### config.mk
export PLATFORM = sky130hd
export DESIGN_NAME = dns_response_address_extractor
export DESIGN_NICKNAME = d
export VERILOG_FILES = /design/src/hw/rtl/dre_pkg.sv /design/src/hw/rtl/dre_parser.sv /design/src/hw/rtl/dre_result_queue.sv /design/src/hw/rtl/dns_response_address_extractor.sv
export SDC_FILE = /design/constraint.sdc
export NUM_CORES = 1
export LEC_CHECK = 0
export BUFFER_PORTS_ARGS = -buffer_cell sky130_fd_sc_hd__buf_2
export CAP_MARGIN = 20
export CORE_MARGIN = 4
export CORE_UTILIZATION = 60
export CTS_BUF_LIST = sky130_fd_sc_hd__clkbuf_4
export DETAILED_ROUTE_END_ITERATION = 7
export GPL_ROUTABILITY_DRIVEN = 0
export PLACE_DENSITY_LB_ADDON = 0.2
export SYNTH_ARGS = -nofsm -noshare
export SYNTH_HDL_FRONTEND = slang
export SYNTH_HIERARCHICAL = 1
export SYNTH_SLANG_ARGS = --single-unit
### constraint.sdc
create_clock -name clk -period 6.2 [get_ports clk]
set_clock_uncertainty 0.2 [all_clocks]
set_input_delay 0.93 -clock clk [delete_from_list [all_inputs] [get_ports clk]]
set_output_delay 0.93 -clock clk [all_outputs]
set_load 0.01 [all_outputs]
### src/hw/rtl/dre_pkg.sv
`default_nettype none

package dre_pkg;

    // Parse phase, one-hot.
    typedef enum logic [10:0] {
        PH_HDR    = 11'b000_0000_0001,
        PH_QLEN   = 11'b000_0000_0010,
        PH_QLABEL = 11'b000_0000_0100,
        PH_QPTR   = 11'b000_0000_1000,
        PH_QFIX   = 11'b000_0001_0000,
        PH_ALEN   = 11'b000_0010_0000,
        PH_ALABEL = 11'b000_0100_0000,
        PH_APTR   = 11'b000_1000_0000,
        PH_AFIX   = 11'b001_0000_0000,
        PH_RDATA  = 11'b010_0000_0000,
        PH_DONE   = 11'b100_0000_0000
    } phase_t;

    localparam logic [1:0] ST_OK        = 2'd0;
    localparam logic [1:0] ST_NO_MATCH  = 2'd1;
    localparam logic [1:0] ST_ERROR     = 2'd2;
    localparam logic [1:0] ST_NAME_LONG = 2'd3;

    localparam logic KIND_ADDR   = 1'b0;
    localparam logic KIND_STATUS = 1'b1;

    localparam logic [3:0]  HDR_BYTES      = 4'd12;
    localparam logic [3:0]  RR_FIXED_BYTES = 4'd10;
    localparam logic [3:0]  QFIX_BYTES     = 4'd4;
    localparam logic [15:0] TYPE_A         = 16'd1;
    localparam logic [15:0] A_RDATA_BYTES  = 16'd4;

    // Result queue depth; two free entries are needed to take a byte.
    localparam int RQ_DEPTH = 4;

    typedef struct packed {
        logic        kind;
        logic [31:0] address;
        logic [1:0]  status;
        logic [1:0]  found;
        logic        run_end;
    } result_t;

endpackage

`default_nettype wire

### src/hw/rtl/dre_parser.sv
`default_nettype none

module dre_parser #(
    parameter int MAX_ADDRESSES = 3,
    parameter int NAME_LIMIT    = 256
) (
    input  wire logic              clk,
    input  wire logic              rst_n,
    input  wire logic              step,
    input  wire logic [7:0]        byte_in,
    input  wire logic              last_in,
    input  wire logic [15:0]       expected_id,
    output dre_pkg::result_t       addr_res,
    output logic                   addr_valid,
    output dre_pkg::result_t       stat_res,
    output logic                   stat_valid
);

    dre_pkg::phase_t phase_reg, phase_next;
    logic [3:0]  fbi_reg, fbi_next;
    logic [7:0]  id_hi_reg, id_hi_next;
    logic [15:0] qleft_reg, qleft_next;
    logic [15:0] aleft_reg, aleft_next;
    logic [5:0]  lbl_reg, lbl_next;
    logic [8:0]  nlen_reg, nlen_next;
    logic [15:0] rtype_reg, rtype_next;
    logic [15:0] rdleft_reg, rdleft_next;
    logic [23:0] acol_reg, acol_next;
    logic [1:0]  found_reg, found_next;
    logic [1:0]  outcome_reg, outcome_next;

    logic        is_answer;
    logic [5:0]  label_len;
    logic [9:0]  name_sum;
    logic [15:0] aleft_dec;
    logic [15:0] rdleft_dec;
    logic        stop;

    assign is_answer  = (phase_reg == dre_pkg::PH_ALEN);
    assign label_len  = byte_in[5:0];
    assign name_sum   = {1'b0, nlen_reg} + {4'd0, label_len} + 10'd1;
    assign aleft_dec  = aleft_reg - 16'd1;
    assign rdleft_dec = rdleft_reg - 16'd1;

    always_comb
    begin
        phase_next   = phase_reg;
        fbi_next     = fbi_reg;
        id_hi_next   = id_hi_reg;
        qleft_next   = qleft_reg;
        aleft_next   = aleft_reg;
        lbl_next     = lbl_reg;
        nlen_next    = nlen_reg;
        rtype_next   = rtype_reg;
        rdleft_next  = rdleft_reg;
        acol_next    = acol_reg;
        found_next   = found_reg;
        outcome_next = outcome_reg;
        stop         = 1'b0;
        addr_valid   = 1'b0;
        stat_valid   = 1'b0;
        addr_res     = '0;
        stat_res     = '0;

        case (phase_reg)
            dre_pkg::PH_HDR:
            begin
                case (fbi_reg)
                    4'd0: id_hi_next = byte_in;
                    4'd1:
                    begin
                        if ({id_hi_reg, byte_in} != expected_id)
                        begin
                            outcome_next = dre_pkg::ST_NO_MATCH;
                            phase_next   = dre_pkg::PH_DONE;
                        end
                    end
                    4'd2:
                    begin
                        if (!byte_in[7])
                        begin
                            outcome_next = dre_pkg::ST_NO_MATCH;
                            phase_next   = dre_pkg::PH_DONE;
                        end
                    end
                    4'd3:
                    begin
                        if (byte_in[3:0] != 4'd0)
                        begin
                            outcome_next = dre_pkg::ST_ERROR;
                            phase_next   = dre_pkg::PH_DONE;
                        end
                    end
                    4'd4: qleft_next = {byte_in, 8'd0};
                    4'd5: qleft_next = {qleft_reg[15:8], byte_in};
                    4'd6: aleft_next = {byte_in, 8'd0};
                    4'd7:
                    begin
                        aleft_next = {aleft_reg[15:8], byte_in};
                        if ({aleft_reg[15:8], byte_in} == 16'd0)
                        begin
                            outcome_next = dre_pkg::ST_ERROR;
                            phase_next   = dre_pkg::PH_DONE;
                        end
                    end
                    default: ;
                endcase
                if (phase_next == dre_pkg::PH_HDR)
                begin
                    if (fbi_reg == dre_pkg::HDR_BYTES - 4'd1)
                    begin
                        fbi_next = 4'd0;
                        if (qleft_next != 16'd0)
                            phase_next = dre_pkg::PH_QLEN;
                        else
                        begin
                            nlen_next  = 9'd0;
                            phase_next = dre_pkg::PH_ALEN;
                        end
                    end
                    else
                        fbi_next = fbi_reg + 4'd1;
                end
            end
            dre_pkg::PH_QLEN, dre_pkg::PH_ALEN:
            begin
                if (byte_in == 8'd0)
                begin
                    fbi_next   = 4'd0;
                    phase_next = is_answer ? dre_pkg::PH_AFIX : dre_pkg::PH_QFIX;
                end
                else if (byte_in[7:6] == 2'b11)
                    phase_next = is_answer ? dre_pkg::PH_APTR : dre_pkg::PH_QPTR;
                else if (is_answer && (name_sum >= 10'(NAME_LIMIT)))
                begin
                    outcome_next = dre_pkg::ST_NAME_LONG;
                    phase_next   = dre_pkg::PH_DONE;
                end
                else
                begin
                    if (is_answer)
                        nlen_next = name_sum[8:0];
                    lbl_next = label_len;
                    if (label_len != 6'd0)
                        phase_next = is_answer ? dre_pkg::PH_ALABEL : dre_pkg::PH_QLABEL;
                end
            end
            dre_pkg::PH_QLABEL, dre_pkg::PH_ALABEL:
            begin
                lbl_next = lbl_reg - 6'd1;
                if (lbl_reg == 6'd1)
                    phase_next = (phase_reg == dre_pkg::PH_QLABEL) ?
                                 dre_pkg::PH_QLEN : dre_pkg::PH_ALEN;
            end
            dre_pkg::PH_QPTR:
            begin
                fbi_next   = 4'd0;
                phase_next = dre_pkg::PH_QFIX;
            end
            dre_pkg::PH_APTR:
            begin
                fbi_next   = 4'd0;
                phase_next = dre_pkg::PH_AFIX;
            end
            dre_pkg::PH_QFIX:
            begin
                if (fbi_reg == dre_pkg::QFIX_BYTES - 4'd1)
                begin
                    fbi_next   = 4'd0;
                    qleft_next = qleft_reg - 16'd1;
                    if (qleft_reg == 16'd1)
                    begin
                        nlen_next  = 9'd0;
                        phase_next = dre_pkg::PH_ALEN;
                    end
                    else
                        phase_next = dre_pkg::PH_QLEN;
                end
                else
                    fbi_next = fbi_reg + 4'd1;
            end
            dre_pkg::PH_AFIX:
            begin
                case (fbi_reg)
                    4'd0: rtype_next  = {byte_in, 8'd0};
                    4'd1: rtype_next  = {rtype_reg[15:8], byte_in};
                    4'd8: rdleft_next = {byte_in, 8'd0};
                    4'd9: rdleft_next = {rdleft_reg[15:8], byte_in};
                    default: ;
                endcase
                if (fbi_reg == dre_pkg::RR_FIXED_BYTES - 4'd1)
                begin
                    acol_next = 24'd0;
                    // Records that cannot carry a full address skip collection.
                    fbi_next  = ((rtype_reg == dre_pkg::TYPE_A) &&
                                 (rdleft_next >= dre_pkg::A_RDATA_BYTES)) ? 4'd0 : 4'd4;
                    if (rdleft_next == 16'd0)
                    begin
                        aleft_next = aleft_dec;
                        if (aleft_dec == 16'd0)
                            phase_next = dre_pkg::PH_DONE;
                        else
                        begin
                            nlen_next  = 9'd0;
                            phase_next = dre_pkg::PH_ALEN;
                        end
                    end
                    else
                        phase_next = dre_pkg::PH_RDATA;
                end
                else
                    fbi_next = fbi_reg + 4'd1;
            end
            dre_pkg::PH_RDATA:
            begin
                rdleft_next = rdleft_dec;
                if (fbi_reg[3:2] == 2'b00)
                begin
                    acol_next = {acol_reg[15:0], byte_in};
                    fbi_next  = fbi_reg + 4'd1;
                    if (fbi_reg == 4'd3)
                    begin
                        found_next       = found_reg + 2'd1;
                        addr_valid       = 1'b1;
                        addr_res.kind    = dre_pkg::KIND_ADDR;
                        addr_res.address = {acol_reg, byte_in};
                        addr_res.status  = dre_pkg::ST_OK;
                        addr_res.found   = found_reg + 2'd1;
                        addr_res.run_end = !last_in;
                        if ((found_reg + 2'd1) >= 2'(MAX_ADDRESSES))
                        begin
                            phase_next = dre_pkg::PH_DONE;
                            stop       = 1'b1;
                        end
                    end
                end
                if (!stop && (rdleft_dec == 16'd0))
                begin
                    aleft_next = aleft_dec;
                    if (aleft_dec == 16'd0)
                        phase_next = dre_pkg::PH_DONE;
                    else
                    begin
                        nlen_next  = 9'd0;
                        phase_next = dre_pkg::PH_ALEN;
                    end
                end
            end
            default: ;
        endcase

        if (last_in)
        begin
            stat_valid       = 1'b1;
            stat_res.kind    = dre_pkg::KIND_STATUS;
            stat_res.address = 32'd0;
            // A packet that ends inside the header never matched.
            stat_res.status  = ((phase_next == dre_pkg::PH_HDR) &&
                                (outcome_next == dre_pkg::ST_OK)) ?
                               dre_pkg::ST_NO_MATCH : outcome_next;
            stat_res.found   = found_next;
            stat_res.run_end = 1'b1;

            phase_next   = dre_pkg::PH_HDR;
            fbi_next     = 4'd0;
            id_hi_next   = 8'd0;
            qleft_next   = 16'd0;
            aleft_next   = 16'd0;
            lbl_next     = 6'd0;
            nlen_next    = 9'd0;
            rtype_next   = 16'd0;
            rdleft_next  = 16'd0;
            acol_next    = 24'd0;
            found_next   = 2'd0;
            outcome_next = dre_pkg::ST_OK;
        end
    end

    always_ff @(posedge clk or negedge rst_n)
    begin
        if (!rst_n)
        begin
            phase_reg   <= dre_pkg::PH_HDR;
            fbi_reg     <= 4'd0;
            id_hi_reg   <= 8'd0;
            qleft_reg   <= 16'd0;
            aleft_reg   <= 16'd0;
            lbl_reg     <= 6'd0;
            nlen_reg    <= 9'd0;
            rtype_reg   <= 16'd0;
            rdleft_reg  <= 16'd0;
            acol_reg    <= 24'd0;
            found_reg   <= 2'd0;
            outcome_reg <= dre_pkg::ST_OK;
        end
        else if (step)
        begin
            phase_reg   <= phase_next;
            fbi_reg     <= fbi_next;
            id_hi_reg   <= id_hi_next;
            qleft_reg   <= qleft_next;
            aleft_reg   <= aleft_next;
            lbl_reg     <= lbl_next;
            nlen_reg    <= nlen_next;
            rtype_reg   <= rtype_next;
            rdleft_reg  <= rdleft_next;
            acol_reg    <= acol_next;
            found_reg   <= found_next;
            outcome_reg <= outcome_next;
        end
    end

endmodule

`default_nettype wire

### src/hw/rtl/dre_result_queue.sv
`default_nettype none

module dre_result_queue (
    input  wire logic              clk,
    input  wire logic              rst_n,
    input  wire logic              wr0,
    input  wire dre_pkg::result_t  wdata0,
    input  wire logic              wr1,
    input  wire dre_pkg::result_t  wdata1,
    output logic                   room2,
    output logic                   rd_valid,
    output dre_pkg::result_t       rd_data,
    input  wire logic              rd_ready
);

    localparam int PW = $clog2(dre_pkg::RQ_DEPTH);
    localparam int CW = $clog2(dre_pkg::RQ_DEPTH + 1);

    dre_pkg::result_t mem [dre_pkg::RQ_DEPTH];

    logic [PW-1:0] wr_ptr_reg, wr_ptr_next;
    logic [PW-1:0] rd_ptr_reg, rd_ptr_next;
    logic [CW-1:0] count_reg, count_next;
    logic [PW-1:0] slot1;
    logic          pop;

    assign rd_valid = (count_reg != '0);
    assign rd_data  = mem[rd_ptr_reg];
    assign pop      = rd_valid && rd_ready;
    assign room2    = (count_reg <= CW'(dre_pkg::RQ_DEPTH - 2));
    // The second result of a byte goes behind the first one if there is one.
    assign slot1    = wr_ptr_reg + PW'(wr0);

    always_comb
    begin
        wr_ptr_next = wr_ptr_reg + PW'(wr0) + PW'(wr1);
        rd_ptr_next = rd_ptr_reg + PW'(pop);
        count_next  = count_reg + CW'(wr0) + CW'(wr1) - CW'(pop);
    end

    always_ff @(posedge clk)
    begin
        if (wr0)
            mem[wr_ptr_reg] <= wdata0;
        if (wr1)
            mem[slot1] <= wdata1;
    end

    always_ff @(posedge clk or negedge rst_n)
    begin
        if (!rst_n)
        begin
            wr_ptr_reg <= '0;
            rd_ptr_reg <= '0;
            count_reg  <= '0;
        end
        else
        begin
            wr_ptr_reg <= wr_ptr_next;
            rd_ptr_reg <= rd_ptr_next;
            count_reg  <= count_next;
        end
    end

endmodule

`default_nettype wire

### src/hw/rtl/dns_response_address_extractor.sv
// A result can be taken on the output in the cycle after its byte is accepted.
// Throughput: one byte per cycle; input is held off while fewer than two queue entries
// are free. The parse state advances on each accepted beat. A byte may cause two
// results, which drain one per accepted output beat through a four-entry result queue.
// Reset (rst_n low, asynchronous) returns the parser to the header phase, empties the
// queue and clears expected_id to zero.
`default_nettype none

module dns_response_address_extractor #(
    parameter int MAX_ADDRESSES = 3,
    parameter int NAME_LIMIT    = 256
) (
    input  wire logic        clk,
    input  wire logic        rst_n,
    input  wire logic        cfg_we,
    input  wire logic [15:0] cfg_wdata,
    input  wire logic        s_axis_tvalid,
    output logic             s_axis_tready,
    input  wire logic [7:0]  s_axis_tdata,   // [7:0] packet_byte
    input  wire logic        s_axis_tlast,   // end_of_packet
    output logic             m_axis_tvalid,
    input  wire logic        m_axis_tready,
    output logic [39:0]      m_axis_tdata,   // [31:0] address, [33:32] status,
                                             // [35:34] found, [39:36] zero
    output logic [0:0]       m_axis_tuser,   // [0] kind
    output logic             m_axis_tlast    // run_end
);

    logic [15:0]      expected_id_reg;
    logic             step;
    dre_pkg::result_t addr_res;
    dre_pkg::result_t stat_res;
    dre_pkg::result_t out_res;
    logic             addr_valid;
    logic             stat_valid;
    logic             room2;

    always_ff @(posedge clk or negedge rst_n)
    begin
        if (!rst_n)
            expected_id_reg <= 16'd0;
        else if (cfg_we)
            expected_id_reg <= cfg_wdata;
    end

    assign s_axis_tready = room2;
    assign step          = s_axis_tvalid && s_axis_tready;

    dre_parser #(
        .MAX_ADDRESSES (MAX_ADDRESSES),
        .NAME_LIMIT    (NAME_LIMIT)
    ) u_parser (
        .clk         (clk),
        .rst_n       (rst_n),
        .step        (step),
        .byte_in     (s_axis_tdata),
        .last_in     (s_axis_tlast),
        .expected_id (expected_id_reg),
        .addr_res    (addr_res),
        .addr_valid  (addr_valid),
        .stat_res    (stat_res),
        .stat_valid  (stat_valid)
    );

    dre_result_queue u_queue (
        .clk      (clk),
        .rst_n    (rst_n),
        .wr0      (step && addr_valid),
        .wdata0   (addr_res),
        .wr1      (step && stat_valid),
        .wdata1   (stat_res),
        .room2    (room2),
        .rd_valid (m_axis_tvalid),
        .rd_data  (out_res),
        .rd_ready (m_axis_tready)
    );

    assign m_axis_tdata = {4'd0, out_res.found, out_res.status, out_res.address};
    assign m_axis_tuser = out_res.kind;
    assign m_axis_tlast = out_res.run_end;

    // A status beat always closes the run of results for its byte.
    a_status_is_last: assert property (@(posedge clk) disable iff (!rst_n)
        (m_axis_tvalid && (m_axis_tuser[0] == dre_pkg::KIND_STATUS)) |-> m_axis_tlast)
        else $error("status beat without tlast");

    // An emitted address always counts itself.
    a_addr_counted: assert property (@(posedge clk) disable iff (!rst_n)
        (step && addr_valid) |-> (addr_res.found != 2'd0))
        else $error("address result with zero found count");

    // An address followed by end of packet must not be marked as run end.
    a_addr_run_end: assert property (@(posedge clk) disable iff (!rst_n)
        (step && addr_valid && stat_valid) |-> !addr_res.run_end)
        else $error("address marked last although a status follows");

    // The end of a packet always produces a status result.
    a_eop_status: assert property (@(posedge clk) disable iff (!rst_n)
        (step && s_axis_tlast) |-> stat_valid)
        else $error("end of packet without status");

endmodule

`default_nettype wire
After elaboration in Yosys (flattened, before gate mapping)
Memory sizes are Yosys's and may differ from the RTL's.
Cells that the tools add are included.
{"block": "word_totals", "register_bits": 153, "in_bits": 30, "mem_count": 1, "ram_bits": 152, "output_inout_bits": 44, "wordCells": 242}
{"block": "op_classes", "eq_ne": 45, "muxes": 114, "order_cmp": 4, "n_reduce_logical": 46, "add_sub_neg": 14}
{"name": "u_queue.mem", "words": 4, "word_bits": 38, "read_ports": 1, "rd_clocked_by_memory_dff": 0, "write_ports": 2, "line_no": "dre_result_queue.sv:19", "rtl": "dre_pkg::result_t mem [dre_pkg::RQ_DEPTH];"}
{"operator": "$mux 11", "n": 21}
{"operator": "$pmux 16 s2", "n": 6}
{"operator": "$mux 16", "n": 11}
{"operator": "$mux 9", "n": 15}
{"operator": "$mux 38", "n": 3}
{"operator": "$pmux 11 s8", "n": 1}
{"operator": "$mux 24", "n": 3}
{"operator": "$logic_not 16->1", "n": 4}
{"operator": "$pmux 16 s3", "n": 1}
{"operator": "$pmux 24 s2", "n": 1}
{"operator": "$sub 16x1->16 const B", "n": 3}
{"operator": "$pmux 9 s5", "n": 1}
{"operator": "$pmux 11 s4", "n": 1}
{"operator": "$mux 6", "n": 7}
{"operator": "$mux 37", "n": 1}
{"operator": "$eq 11x1->1 const B", "n": 3}
{"operator": "$eq 16x1->1 const B", "n": 2}
{"operator": "$mux 8", "n": 4}
{"operator": "$ne 3x2->1 const B", "n": 10}
{"operator": "$mux 4", "n": 7}
{"operator": "$mux 2", "n": 13}
{"operator": "$pmux 4 s6", "n": 1}
{"operator": "$ne 3x3->1 const B", "n": 6}
{"operator": "$eq 4x3->1 const B", "n": 4}
{"operator": "other kinds (54)", "n": 94}

Logic depth before layout (Yosys ltp)
Gate-level depths: netlist of the first run.
{"block": "depth", "word_depth": 14, "mapped_depth": 15}

Hierarchy
The synthesis of the first run kept the hierarchy.
{"module": "dre_parser", "seq_area_each_um2": 3254.4, "cells_per_inst": 1224, "instances": 1, "area_per_inst_um2": 9834.4}
{"module": "dre_result_queue", "seq_area_each_um2": 4739.5, "cells_per_inst": 404, "instances": 1, "area_per_inst_um2": 7754.9}
{"module": "dns_response_address_extractor", "seq_area_each_um2": 400.4, "cells_per_inst": 42, "instances": 1, "area_per_inst_um2": 701.9}

Worst setup path after synthesis of the first run
No wires, ideal clock.
{"block": "synth_path", "path_type": "register to register", "from": "register u_parser.phase_reg[1]", "to": "memory u_queue/mem[0][0] (netlist bit) (enable)", "stages_incl_launch_ff": 16, "t_arrival_ns": 4.483, "synth_period_minus_slack_ns": 5.081, "slack_ns": 1.119, "path_buffers": 5, "required_time_ns": 5.602, "cell_sequence": "dfrtp_1 > buf_4 > or4_1 > buf_6 > or3_1 > nor3b_1 > clkbuf_1 > nand2_1 > inv_1 > and3_1 > ha_1 > xnor2_2 > nor3b_2 > buf_6 > buf_6 > a31o_1"}
{"element": "from (decl)", "line_no": "dre_parser.sv:19", "rtl": "dre_pkg::phase_t phase_reg, phase_next;"}
{"element": "from (signal assigned)", "line_no": "dre_parser.sv:283", "rtl": "phase_reg <= dre_pkg::PH_HDR;"}
{"element": "from (signal assigned)", "line_no": "dre_parser.sv:298", "rtl": "phase_reg <= phase_next;"}
{"element": "to (decl)", "line_no": "dre_result_queue.sv:19"}

==> metrics.csv, run 1 <==
stage,metric,value,unit
grt,pin_count_of_the_biggest_net_entering_global_routing,63,
grt,global_route.overflow_total,0,
final_layout,num-nets-final,1794,
sta,maxSlewViolCount,0,
sta,worst_hold_slack,233,ps
grt,gr-usage-all-layers,28.0,%
place,portBuffers,69,
synthesis,synth_edf_count,152,
grt,number_of_global_route_vias_before_repair,14000,
sta,fin_tns_setup,0,ps
drt,post-route-drc-count,0,
final_layout,layout_commonest_cell,sky130_fd_sc_hd__edfxtp_1,
floorplan,placement_rows,63,
worst_hold_path,holdCritStartpoint,cfg_wdata[4],
worst_hold_path,holdPathStages,2,
synthesis,netlist_area,18300,um^2
clock_tree,cts_max_path_buffers,3,
sta,achievable-frequency,207,MHz
clock_tree,cts_buffers,83,
clock_tree,cts-root-buf,sky130_fd_sc_hd__clkbuf_4,
synthesis,postSynthCellCount,1670,
worst_setup_path,critPathKind,reg2reg,
worst_setup_path,worstRegToRegCells,10,
sta,finalCritPeriodShare,78.0,%
drt,avgRoutedWirePerCell,21.5,um
synthesis,postSynthRegisterBits,305,
grt,wire_length_of_the_first_global_routing_pass,75.4,mm
worst_setup_path,cp.depth,10,
place,place_hpwl,29.9,mm
final_layout,mostFrequentLayoutCells,"152 x sky130_fd_sc_hd__edfxtp_1, 150 x sky130_fd_sc_hd__dfrtp_1, 143 x sky130_fd_sc_hd__mux2_2",
floorplan,die-width,183,um
drt,initialDrtViolationCount,1430,
final_layout,area_growth,7.82,%
final_layout,largest_register_ffs,152,
clock_tree,cts_tree,done,
power_and_ir_drop,worst_ir_drop_on_vdd,0.240,mV
final_layout,proportion_of_layout_cells_with_a_drive_suffix_above_1,26.6,%
power_and_ir_drop,leakage,8.01,nW
floorplan,starting_utilization_of_the_core_area,61.2,%
clock_tree,clock_tree.htree_level_count,3,
sta,finalHoldViolCount,0,
clock_tree,cts_resized,0,
floorplan,die-height,183,um
power_and_ir_drop,pwr_density_cell,360,nW/um^2
worst_setup_path,cp_cell_sequence,or4_1 -> or3_1 -> nor3b_2 -> nand2_1 -> inv_1 -> and3_1 -> ha_1 -> nor3_4 -> buf_4 -> mux2_2,
floorplan,core-area,29900,um^2
worst_setup_path,r2r-start,u_parser/phase_reg[2],
drt,drt-vias-per-instance,6.40,
place,place_worst_setup_slack,1240,ps
power_and_ir_drop,p_total,0.00709,W
sta,relSlewSlack,29.3,%
synthesis,postSynth.asyncResetShare,50.2,%
sta,worst_pin_slew,1060,ps
worst_hold_path,worstHoldPathType,in2reg,
sta,rsz_0062_raised_after_global_routing,no,
sta,worst_slack,1360,ps
worst_setup_path,critical_path_buf_inv_count,2,
worst_hold_path,hold-path-endpoint,expected_id_reg[4],
floorplan,io_pins,74,
worst_setup_path,slowest_stage_cell_cp,sky130_fd_sc_hd__or4_1,
drt,route.final.wire_length,47.1,mm
drt,route.vias.total,14100,
drt,drt-pass1-iter-count,5,
clock_tree,clock_sinks,305,
worst_setup_path,cp.arrival,5060,ps
worst_setup_path,cp-start-kind,flip-flop,
worst_setup_path,cpLargestDelayFamily,simple AND/OR/NAND/NOR gates,
worst_setup_path,critical_path.max_fanout,33,
clock_tree,clock_insertion_delay_worst_skew,750,ps
drt,final_antenna_net_count,0,
synthesis,synth.distinct_cells,96,
synthesis,synth_area_per_cell,11.0,um^2
worst_setup_path,timing.rr.end,u_queue/mem[2][16],
job,drv.max_cap_violation_count,0,
status,status,"finished, final reports clean",
sta,finalSetupViolCount,0,
worst_setup_path,worst_path_largest_cell_delay,730,ps
worst_setup_path,critical_path_endpoint_category,flip-flop,
floorplan,design.die.area,33300,um^2
synthesis,proportion_of_synthesized_chip_area_in_sequential_cells,45.9,%
synthesis,ys.flop_type,sky130_fd_sc_hd__edfxtp_1,
worst_setup_path,ff2ff_setup_slack,1360,ps
grt,grt_antenna_before_repair,1,
clock_tree,path_clk_slew,70,ps
final_layout,nFillCells,2383,
final_layout,stdcell_area,19700,um^2
place,post_dp_cell_area,18600,um^2
sta,finalWorstPathRequiredPeriod,4840,ps
synthesis,yosysWarnings,6,
worst_setup_path,critical_path_required,6420,ps
synthesized netlist by cell type (11+ instances only):
cell                       count  share of area, %
sky130_fd_sc_hd__nand4_1      13              0.44
sky130_fd_sc_hd__nor2_1      113               2.3
sky130_fd_sc_hd__o31ai_1      20              0.82
sky130_fd_sc_hd__a21oi_1      51               1.4
sky130_fd_sc_hd__buf_6        12              0.74
sky130_fd_sc_hd__nand3_1      19              0.52
sky130_fd_sc_hd__and3_1       39               1.3
sky130_fd_sc_hd__mux2_2      143               8.8
sky130_fd_sc_hd__a221oi_1     13              0.62
sky130_fd_sc_hd__clkbuf_1     69               1.4
sky130_fd_sc_hd__or4_1        13              0.53
sky130_fd_sc_hd__dfrtp_1     152                21
sky130_fd_sc_hd__nor4b_1      11              0.53
sky130_fd_sc_hd__mux2_4       19               1.6
sky130_fd_sc_hd__a21o_1       14              0.57
sky130_fd_sc_hd__nor2b_1      14              0.48
sky130_fd_sc_hd__a22o_1       21               1.0
sky130_fd_sc_hd__xnor2_1      29               1.4
sky130_fd_sc_hd__a31oi_1      22              0.75
sky130_fd_sc_hd__o21ai_0     136               3.7
sky130_fd_sc_hd__ha_1         25               1.7
sky130_fd_sc_hd__nor4_1       34               1.2
sky130_fd_sc_hd__a22oi_1      16              0.66
sky130_fd_sc_hd__inv_1        51               1.0
sky130_fd_sc_hd__mux2_1       18               1.1
sky130_fd_sc_hd__nand2_1     127               2.6
sky130_fd_sc_hd__buf_4        50               2.1
sky130_fd_sc_hd__buf_2        14              0.38
sky130_fd_sc_hd__mux4_2       38               4.7
sky130_fd_sc_hd__nor3_1       37               1.0
sky130_fd_sc_hd__edfxtp_1    152                25
layout make-up:
type | instances | area [um^2] | share of cell area, %
timing repair buffer | 100 | 591 | 2.99
inverter | 53 | 199 | 1.01
clock inverter | 23 | 161 | 0.818
sequential | 305 | 8400 | 42.6
clock buffer | 129 | 968 | 4.91
antenna | 1 | 2.50 | 0.0127
tap | 390 | 488 | 2.47
multi-input combinational | 1193 | 8910 | 45.2
metrics by stage:
stage,cells,utilization (%)
final,2194,66.0
after global routing,2194,66.0
after CTS,2191,66.0
after detailed placement,2038,62.1
after global placement,2037,62.1
after floorplan,1707,-
metal layers:
| metal | up-vias | share of wire [%] | track usage, % |
|---|---|---|---|
| li1 | 6396 | - | - |
| met1 | 6893 | 42 | 37.4 |
| met5 | - | 0 | 0 |
| met3 | 109 | 7.7 | 5.64 |
| met2 | 652 | 48 | 45.7 |
| met4 | 0 | 2.5 | 9.82 |
power breakdown:
part	internal, W	switching, W	leakage [nW]
combinational	0.00106	0.00144	3.96
sequential	0.00239	0.000291	3.38
clock	0.00103	0.000873	0.666
total	0.00449	0.00260	8.01
cell families after synthesis:
kind of cell / synth area share [%]
simple gates: 14.1
compound gates: 13.6
flops: 45.9
mux: 16.3
buf+inv: 6.33
xor+xnor: 1.72
fa+ha+maj: 2.04
other cells: 0.0411
how the worst max path moves through the flow:
| stage | startpoint | to | slack [ps] |
|---|---|---|---|
| floorplan | u_parser/phase_reg[1] | u_queue/mem[0][0] | 1120 |
| global placement | s_axis_tdata[2] | u_queue/mem[0][3] | 1180 |
| detailed placement | s_axis_tdata[5] | u_queue/mem[0][3] | 1240 |
| CTS | u_parser/phase_reg[2] | u_queue/mem[0][13] | 1410 |
| global route | u_parser/phase_reg[2] | u_queue/mem[0][20] | 1150 |
| finish | u_parser/phase_reg[2] | u_queue/mem[2][16] | 1360 |
what timing repair did:
| action | CTS | global route |
|---|---|---|
| endpoints found under the hold margin | 39 | 0 |
| hold buffers | 1 | 0 |
| buffers inserted | 0 | 0 |
No activity file was read; power rests on OpenSTA's default activity.
==> inputs of run 2 (changes only) <==
--- a/config.mk
+++ b/config.mk
@@ -5,6 +5,7 @@
 export SDC_FILE = /design/constraint.sdc
 export NUM_CORES = 1
 export LEC_CHECK = 0
+export ABC_AREA = 1
 export BUFFER_PORTS_ARGS = -buffer_cell sky130_fd_sc_hd__buf_2
 export CAP_MARGIN = 20
 export CORE_MARGIN = 4
==> constraint.sdc (replaced) <==
create_clock -name clk -period 5.06 [get_ports clk]
set_clock_uncertainty 0.2 [all_clocks]
set_input_delay 0.759 -clock clk [delete_from_list [all_inputs] [get_ports clk]]
set_output_delay 0.759 -clock clk [all_outputs]
set_load 0.01 [all_outputs]
==> metrics.csv, run 2 <==
stage,metric,value,unit
status,status,"finished, final reports clean",
floorplan,design.die.area,35700,um^2
final_layout,num-nets-final,2801,
clock_tree,post-cts-setup-buffers,0,
worst_setup_path,critical_path_endpoint_category,flip-flop,
synthesis,yosys-mux-area-fraction,0,%
clock_tree,clock_sinks,305,
grt,grt_antenna_before_repair,1,
drt,final_antenna_net_count,0,
floorplan,starting_utilization_of_the_core_area,60.6,%
final_layout,stdcell_area,21300,um^2
worst_hold_path,hold-path-endpoint,expected_id_reg[1],
worst_hold_path,holdCritStartpoint,cfg_we,
drt,avgRoutedWirePerCell,17.9,um
final_layout,proportion_of_layout_cells_with_a_drive_suffix_above_1,11.8,%
worst_setup_path,timing.rr.end,u_queue/mem[2][2],
power_and_ir_drop,pwr_density_cell,528,nW/um^2
synthesis,postSynth.asyncResetShare,50.2,%
worst_setup_path,worst_path_largest_cell_delay,420,ps
sta,maxSlewViolCount,0,
final_layout,layout_commonest_cell,sky130_fd_sc_hd__nand2_1,
worst_hold_path,worstHoldPathType,in2reg,
grt,wire_length_of_the_first_global_routing_pass,92.8,mm
drt,route.vias.total,19000,
synthesis,synth_top_family_by_area,simple AND/OR/NAND/NOR gates,
power_and_ir_drop,seq_power_share,31.0,%
worst_setup_path,cp_cell_sequence,inv_2 -> nand2_1 -> nor2_4 -> nand3_2 -> nor2_1 -> inv_1 -> nor2_1 -> inv_1 -> nor2_1 -> ha_1 -> nor2_4 -> nand3_1 -> o21ai_4 -> buf_4,
synthesis,synth_edf_count,152,
synthesis,postSynthRegisterBits,305,
power_and_ir_drop,combinational_fraction_of_design_power,49.1,%
worst_setup_path,cpLargestDelayFamily,simple AND/OR/NAND/NOR gates,
synthesis,synthMostInstantiatedCell,sky130_fd_sc_hd__nand2_1,
worst_setup_path,critPathKind,reg2reg,
clock_tree,clock_insertion_delay_worst_skew,790,ps
power_and_ir_drop,intPower,0.00588,W
worst_setup_path,cp-start-kind,flip-flop,
worst_setup_path,critical_path_required,5340,ps
clock_tree,hold_buffers,17,
floorplan,die-height,189,um
drt,drt-pass1-iter-count,7,
synthesis,synth-xor-area-share,0.980,%
floorplan,placement_rows,66,
floorplan,core-area,32500,um^2
synthesis,netlist.top_cell.by_area,sky130_fd_sc_hd__edfxtp_1,
power_and_ir_drop,worst_ir_drop_on_vdd,0.362,mV
final_layout,area_growth,8.19,%
drt,initialDrtViolationCount,2263,
place,portBuffers,69,
grt,global_route.overflow_total,0,
sta,achievable-frequency,250,MHz
worst_setup_path,path_common_cell,sky130_fd_sc_hd__nor2_1,
synthesis,synth.distinct_cells,62,
floorplan,die-width,189,um
worst_setup_path,critical_path_buf_inv_count,4,
worst_setup_path,cp.arrival,4280,ps
worst_setup_path,r2r-start,u_parser/phase_reg[1],
drt,post-route-drc-count,0,
synthesis,synth-simple-area-share,31.3,%
sta,fin_tns_setup,0,ps
synthesis,postSynthCellCount,2659,
worst_setup_path,ff2ff_setup_slack,1060,ps
synthesis,proportion_of_synthesized_chip_area_in_sequential_cells,42.7,%
grt,number_of_global_route_vias_before_repair,18500,
worst_setup_path,critical_path.max_fanout,19,
clock_tree,cts-root-buf,sky130_fd_sc_hd__clkbuf_4,
floorplan,io_pins,74,
final_layout,largest_register_ffs,152,
place,place_hpwl,38.4,mm
sta,finalCritPeriodShare,79.1,%
power_and_ir_drop,power.net_switching,0.00536,W
power_and_ir_drop,leakage,10.3,nW
clock_tree,path_clk_slew,70,ps
sta,finalSetupViolCount,0,
clock_tree,clock_tree.htree_level_count,3,
place,post_dp_cell_area,20000,um^2
clock_tree,cts_max_path_buffers,3,
power_and_ir_drop,clockPowerShare,19.8,%
worst_setup_path,slowest_stage_cell_cp,sky130_fd_sc_hd__dfrtp_1,
worst_hold_path,holdPathStages,3,
grt,pin_count_of_the_biggest_net_entering_global_routing,80,
clock_tree,cts_resized,0,
synthesis,synth.cells.most_frequent,"815 x sky130_fd_sc_hd__nand2_1, 303 x sky130_fd_sc_hd__inv_1, 268 x sky130_fd_sc_hd__nand3_1",
sta,rsz_0062_raised_after_global_routing,no,
synthesis,synth_area_per_cell,7.39,um^2
job,drv.max_cap_violation_count,0,
power_and_ir_drop,p_sw_share,47.7,%
final_layout,mostFrequentLayoutCells,"813 x sky130_fd_sc_hd__nand2_1, 303 x sky130_fd_sc_hd__inv_1, 268 x sky130_fd_sc_hd__nand3_1",
synthesis,netlist_area,19700,um^2
synthesis,yosysWarnings,6,
sta,finalWorstPathRequiredPeriod,4000,ps
synthesis,synth_adder_area_share,1.90,%
clock_tree,cts_buffers,81,
synthesis,synth_compound_gate_area_share,12.0,%
drt,drt-vias-per-instance,5.86,
worst_setup_path,worstRegToRegCells,14,
grt,gr-usage-all-layers,32.2,%
sta,relSlewSlack,28.5,%
sta,finalHoldViolCount,0,
clock_tree,cts_tree,done,
synthesis,synth_top_cell_area_share,23.2,%
synthesis,yosys-top-cells-area,"sky130_fd_sc_hd__edfxtp_1 23%, sky130_fd_sc_hd__dfrtp_1 19%, sky130_fd_sc_hd__nand2_1 16%, sky130_fd_sc_hd__nand3_1 6.8%, sky130_fd_sc_hd__inv_1 5.8%",
synthesis,ys.flop_type,sky130_fd_sc_hd__edfxtp_1,
sta,worst_pin_slew,1070,ps
drt,route.final.wire_length,58.2,mm
## run 2: changes by cell type after synthesis, moves of 25 or more
cell and change:
sky130_fd_sc_hd__nor2_1 +125, sky130_fd_sc_hd__and3_1 -37, sky130_fd_sc_hd__nor4_1 -31, sky130_fd_sc_hd__nand3_1 +249, sky130_fd_sc_hd__o211ai_1 +72, sky130_fd_sc_hd__mux4_2 -38
sky130_fd_sc_hd__xnor2_1 -27, sky130_fd_sc_hd__mux2_2 -143, sky130_fd_sc_hd__nand2_1 +688, sky130_fd_sc_hd__clkbuf_1 -25, sky130_fd_sc_hd__inv_1 +252, sky130_fd_sc_hd__o22ai_1 +35
## run 2: worst register-to-register path, cell delays in order, from the launching register on
cell and delay, ps:
sky130_fd_sc_hd__dfrtp_1 420, sky130_fd_sc_hd__inv_2 120, sky130_fd_sc_hd__nand2_1 170, sky130_fd_sc_hd__nor2_4 270
sky130_fd_sc_hd__nand3_2 120, sky130_fd_sc_hd__nor2_1 120, sky130_fd_sc_hd__inv_1 90, sky130_fd_sc_hd__nor2_1 130
sky130_fd_sc_hd__inv_1 50, sky130_fd_sc_hd__nor2_1 280, sky130_fd_sc_hd__ha_1 350, sky130_fd_sc_hd__nor2_4 420
sky130_fd_sc_hd__nand3_1 250, sky130_fd_sc_hd__o21ai_4 360, sky130_fd_sc_hd__buf_4 360
## run 2: power by group through the flow
stage	registers [W]	clock network [W]	logic, W
3_3_place_gp	0.00350	0	0.00524
3_5_place_dp	0.00352	0	0.00533
2_1_floorplan	0.00333	0	0.00415
6_report	0.00349	0.00223	0.00552
5_1_grt	0.00354	0.00241	0.00609
4_1_cts	0.00347	0.00228	0.00536
## run 2: cell families after synthesis
logic type | after synthesis
adder cells (fa/ha/maj) | 28
flip-flops | 305
AO/OA/AOI/OAI | 376
AND/OR/NAND/NOR | 1448
other | 2
XOR/XNOR | 22
buffers and inverters | 478
## run 2: final cells by class
cell class | instances | area, um^2
clock buffer | 113 | 848
timing repair buffer | 117 | 754
inverter | 325 | 1230
antenna | 2 | 5.00
clock inverter | 33 | 195
fill | 2769 | 11200
tap | 442 | 553
sequential | 305 | 8400
multi-input combinational | 1913 | 9280
## run 2: how the worst max path moves through the flow
| stage | startpoint | to | slack (ps) | depth (start not counted) |
|---|---|---|---|---|
| after floorplan | u_parser/phase_reg[2] | u_queue/mem[1][0] | 50 | 11 |
| after CTS | u_parser/phase_reg[1] | u_queue/mem[2][2] | 1100 | 14 |
| after global routing | u_parser/phase_reg[1] | u_queue/mem[2][2] | 780 | 14 |
| after detailed placement | s_axis_tdata[2] | u_queue/mem[3][3] | 900 | 16 |
| final | u_parser/phase_reg[1] | u_queue/mem[2][2] | 1060 | 14 |
| after global placement | s_axis_tdata[2] | u_queue/mem[0][3] | 950 | 15 |
## run 2: layer usage
| layer | vias to the layer above | share of wire [%] | wire length, um | track usage (%) |
|---|---|---|---|---|
| met2 | 1156 | 47 | 27400 | 53.3 |
| li1 | 8876 | - | - | - |
| met4 | 0 | 5.1 | 2970 | 17.0 |
| met3 | 263 | 11 | 6210 | 6.16 |
| met5 | - | 0 | 0 | 0 |
| met1 | 8737 | 37 | 21600 | 40.3 |
## run 2: stage by stage
stage               total power, W  worst slack (ps)  utilization, %  instances  hold slack, ps
floorplan                  0.00748              49.4               -       2696             253
global placement           0.00873               951            61.8       3085             268
detailed placement         0.00885               896            61.8       3085             275
CTS                         0.0111              1100            65.5       3248             129
global route                0.0120               778            65.5       3250             186
finish                      0.0112              1060            65.5       3250             202
==> inputs of run 3 (changes only) <==
==> constraint.sdc (replaced) <==
create_clock -name clk -period 4.08 [get_ports clk]
set_clock_uncertainty 0.2 [all_clocks]
set_input_delay 0.612 -clock clk [delete_from_list [all_inputs] [get_ports clk]]
set_output_delay 0.612 -clock clk [all_outputs]
set_load 0.01 [all_outputs]
==> metrics.csv, run 3 (synthesis gave the netlist of run 2 again) <==
stage,metric,value,unit
status,status,"finished, final reports clean",
clock_tree,post-cts-setup-buffers,0,
floorplan,placement_rows,66,
clock_tree,clock_sinks,305,
place,place_inst,3091,
worst_setup_path,ff2ff_setup_slack,530,ps
power_and_ir_drop,power.net_switching,0.00654,W
place,place_hpwl,38.1,mm
grt,gr-usage-all-layers,31.9,%
final_layout,final-instance-count-excl-fill,3256,
drt,post-route-drc-count,0,
final_layout,proportion_of_layout_cells_with_a_drive_suffix_above_1,12.2,%
worst_setup_path,cp_cell_sequence,inv_1 -> nand2_2 -> nor2_4 -> nand3_2 -> nor2_1 -> inv_1 -> nor2_1 -> inv_1 -> nor2_1 -> nand2_1 -> o21ai_4 -> buf_4,
sta,rsz_0062_raised_after_global_routing,no,
floorplan,die-height,189,um
floorplan,die-width,189,um
final_layout,largest_register_ffs,152,
floorplan,io_pins,74,
clock_tree,cts_max_path_buffers,3,
power_and_ir_drop,combinational_fraction_of_design_power,49.1,%
worst_setup_path,cp.arrival,3800,ps
final_layout,stdcell_area,21500,um^2
drt,final_antenna_net_count,0,
grt,pin_count_of_the_biggest_net_entering_global_routing,125,
floorplan,design.die.area,35700,um^2
power_and_ir_drop,leakage,10.4,nW
sta,finalSetupViolCount,0,
worst_setup_path,setup.worst_path.start,u_parser/phase_reg[2],
power_and_ir_drop,clockPowerShare,20.4,%
final_layout,nFillCells,2816,
job,drv.max_cap_violation_count,0,
worst_hold_path,hold-path-endpoint,expected_id_reg[7],
worst_setup_path,worst_path_largest_cell_delay,840,ps
sta,achievable-frequency,282,MHz
drt,initialDrtViolationCount,2254,
floorplan,starting_utilization_of_the_core_area,60.6,%
worst_setup_path,worstRegToRegCells,12,
final_layout,area_growth,9.19,%
clock_tree,cts-root-buf,sky130_fd_sc_hd__clkbuf_4,
power_and_ir_drop,worst_ir_drop_on_vdd,0.463,mV
grt,grt_antenna_before_repair,1,
clock_tree,clock_tree.htree_level_count,3,
clock_tree,clock_insertion_delay_worst_skew,770,ps
final_layout,mostFrequentLayoutCells,"813 x sky130_fd_sc_hd__nand2_1, 303 x sky130_fd_sc_hd__inv_1, 268 x sky130_fd_sc_hd__nand3_1",
floorplan,core-area,32500,um^2
power_and_ir_drop,pwr_density_cell,652,nW/um^2
grt,global_route.overflow_total,0,
final_layout,layout_commonest_cell,sky130_fd_sc_hd__nand2_1,
clock_tree,path_clk_slew,80,ps
grt,wire_length_of_the_first_global_routing_pass,92.6,mm
drt,route.final.wire_length,57.5,mm
final_layout,num-nets-final,2812,
sta,finalHoldViolCount,0,
drt,drt-pass1-iter-count,6,
grt,number_of_global_route_vias_before_repair,18300,
worst_hold_path,holdPathStages,3,
worst_hold_path,worstHoldPathType,in2reg,
place,post_dp_cell_area,20200,um^2
worst_setup_path,critPathKind,reg2reg,
power_and_ir_drop,intPower,0.00746,W
sta,maxSlewViolCount,0,
power_and_ir_drop,seq_power_share,30.5,%
sta,fin_tns_setup,0,ps
place,portBuffers,69,
clock_tree,cts_tree,done,
worst_setup_path,critical_path_endpoint_category,flip-flop,
power_and_ir_drop,p_sw_share,46.7,%
worst_hold_path,holdCritStartpoint,cfg_we,
worst_setup_path,timing.rr.end,u_queue/mem[1][37],
worst_setup_path,cp-start-kind,flip-flop,
clock_tree,cts_resized,0,
sta,worst_pin_slew,1090,ps
sta,relSlewSlack,26.9,%
drt,drt-vias-per-instance,5.83,
drt,avgRoutedWirePerCell,17.7,um
sta,finalWorstPathRequiredPeriod,3550,ps
worst_setup_path,slowest_stage_cell_cp,sky130_fd_sc_hd__o21ai_4,
drt,route.vias.total,19000,
sta,finalCritPeriodShare,87.1,%
worst_setup_path,r2r-start,u_parser/phase_reg[2],
worst_setup_path,critical_path_required,4320,ps
clock_tree,cts_buffers,81,
worst_setup_path,critical_path.max_fanout,24,
## run 3: critical path, delay by kind of cell (launching register included)
kind,cells,cell delay [ps]
buffers and inverters,4,640
and+or+nand+nor,7,1150
DFF,1,380
AOI/OAI and AO/OA,1,840
## run 3: what timing repair did
action                                  in CTS  in global routing
endpoints found under the setup margin       0                  0
endpoints found under the hold margin      102                  0
hold buffers                                22                  0
## run 3: how the worst max path moves through the flow
stage | endpoint | slack (ps) | cells after the start
2_1_floorplan | u_queue/mem[0][0] | -220 | 15
3_3_place_gp | u_queue/mem[2][3] | 360 | 21
3_5_place_dp | u_queue/mem[1][3] | 320 | 18
4_1_cts | u_queue/mem[1][1] | 570 | 12
5_1_grt | u_queue/mem[1][37] | 210 | 12
6_report | u_queue/mem[1][37] | 530 | 12
## run 3: power by group through the flow
stage,logic [W],clock network [W],registers (W)
after global placement,0.00654,0,0.00428
after floorplan,0.00515,0,0.00413
final,0.00687,0.00286,0.00426
after detailed placement,0.00668,0,0.00430
after global routing,0.00761,0.00309,0.00432
after CTS,0.00672,0.00293,0.00424
## run 3: per-layer routing
layer	global-route usage (%)	vias to the layer above	part of all wire (%)	wire [um]
li1	-	8895	-	-
met1	40.5	8655	38	21700
met2	52.2	1165	47	26800
met3	5.99	262	10	5960
met4	17.2	0	5.4	3110
met5	0	-	0	0
## run 3: layout make-up
class                      count  area, um^2  area share (%)
clock buffer                 122         916            4.27
inverter                     325        1230            5.74
timing repair buffer         128         912            4.25
clock inverter                20         170           0.793
sequential                   305        8400            39.1
multi-input combinational   1913        9280            43.2
tap                          442         553            2.58
antenna                        1        2.50          0.0117
## run 3: stage by stage
step / power (W) / hold slack, ps / setup slack, ps / util [%]
floorplan: 0.00928 / 116 / -218 / -
global placement: 0.0108 / 266 / 360 / 62.1
detailed placement: 0.0110 / 273 / 317 / 62.1
CTS: 0.0139 / 5.24 / 571 / 66.1
global route: 0.0150 / 46.8 / 209 / 66.1
finish: 0.0140 / 59.3 / 528 / 66.1
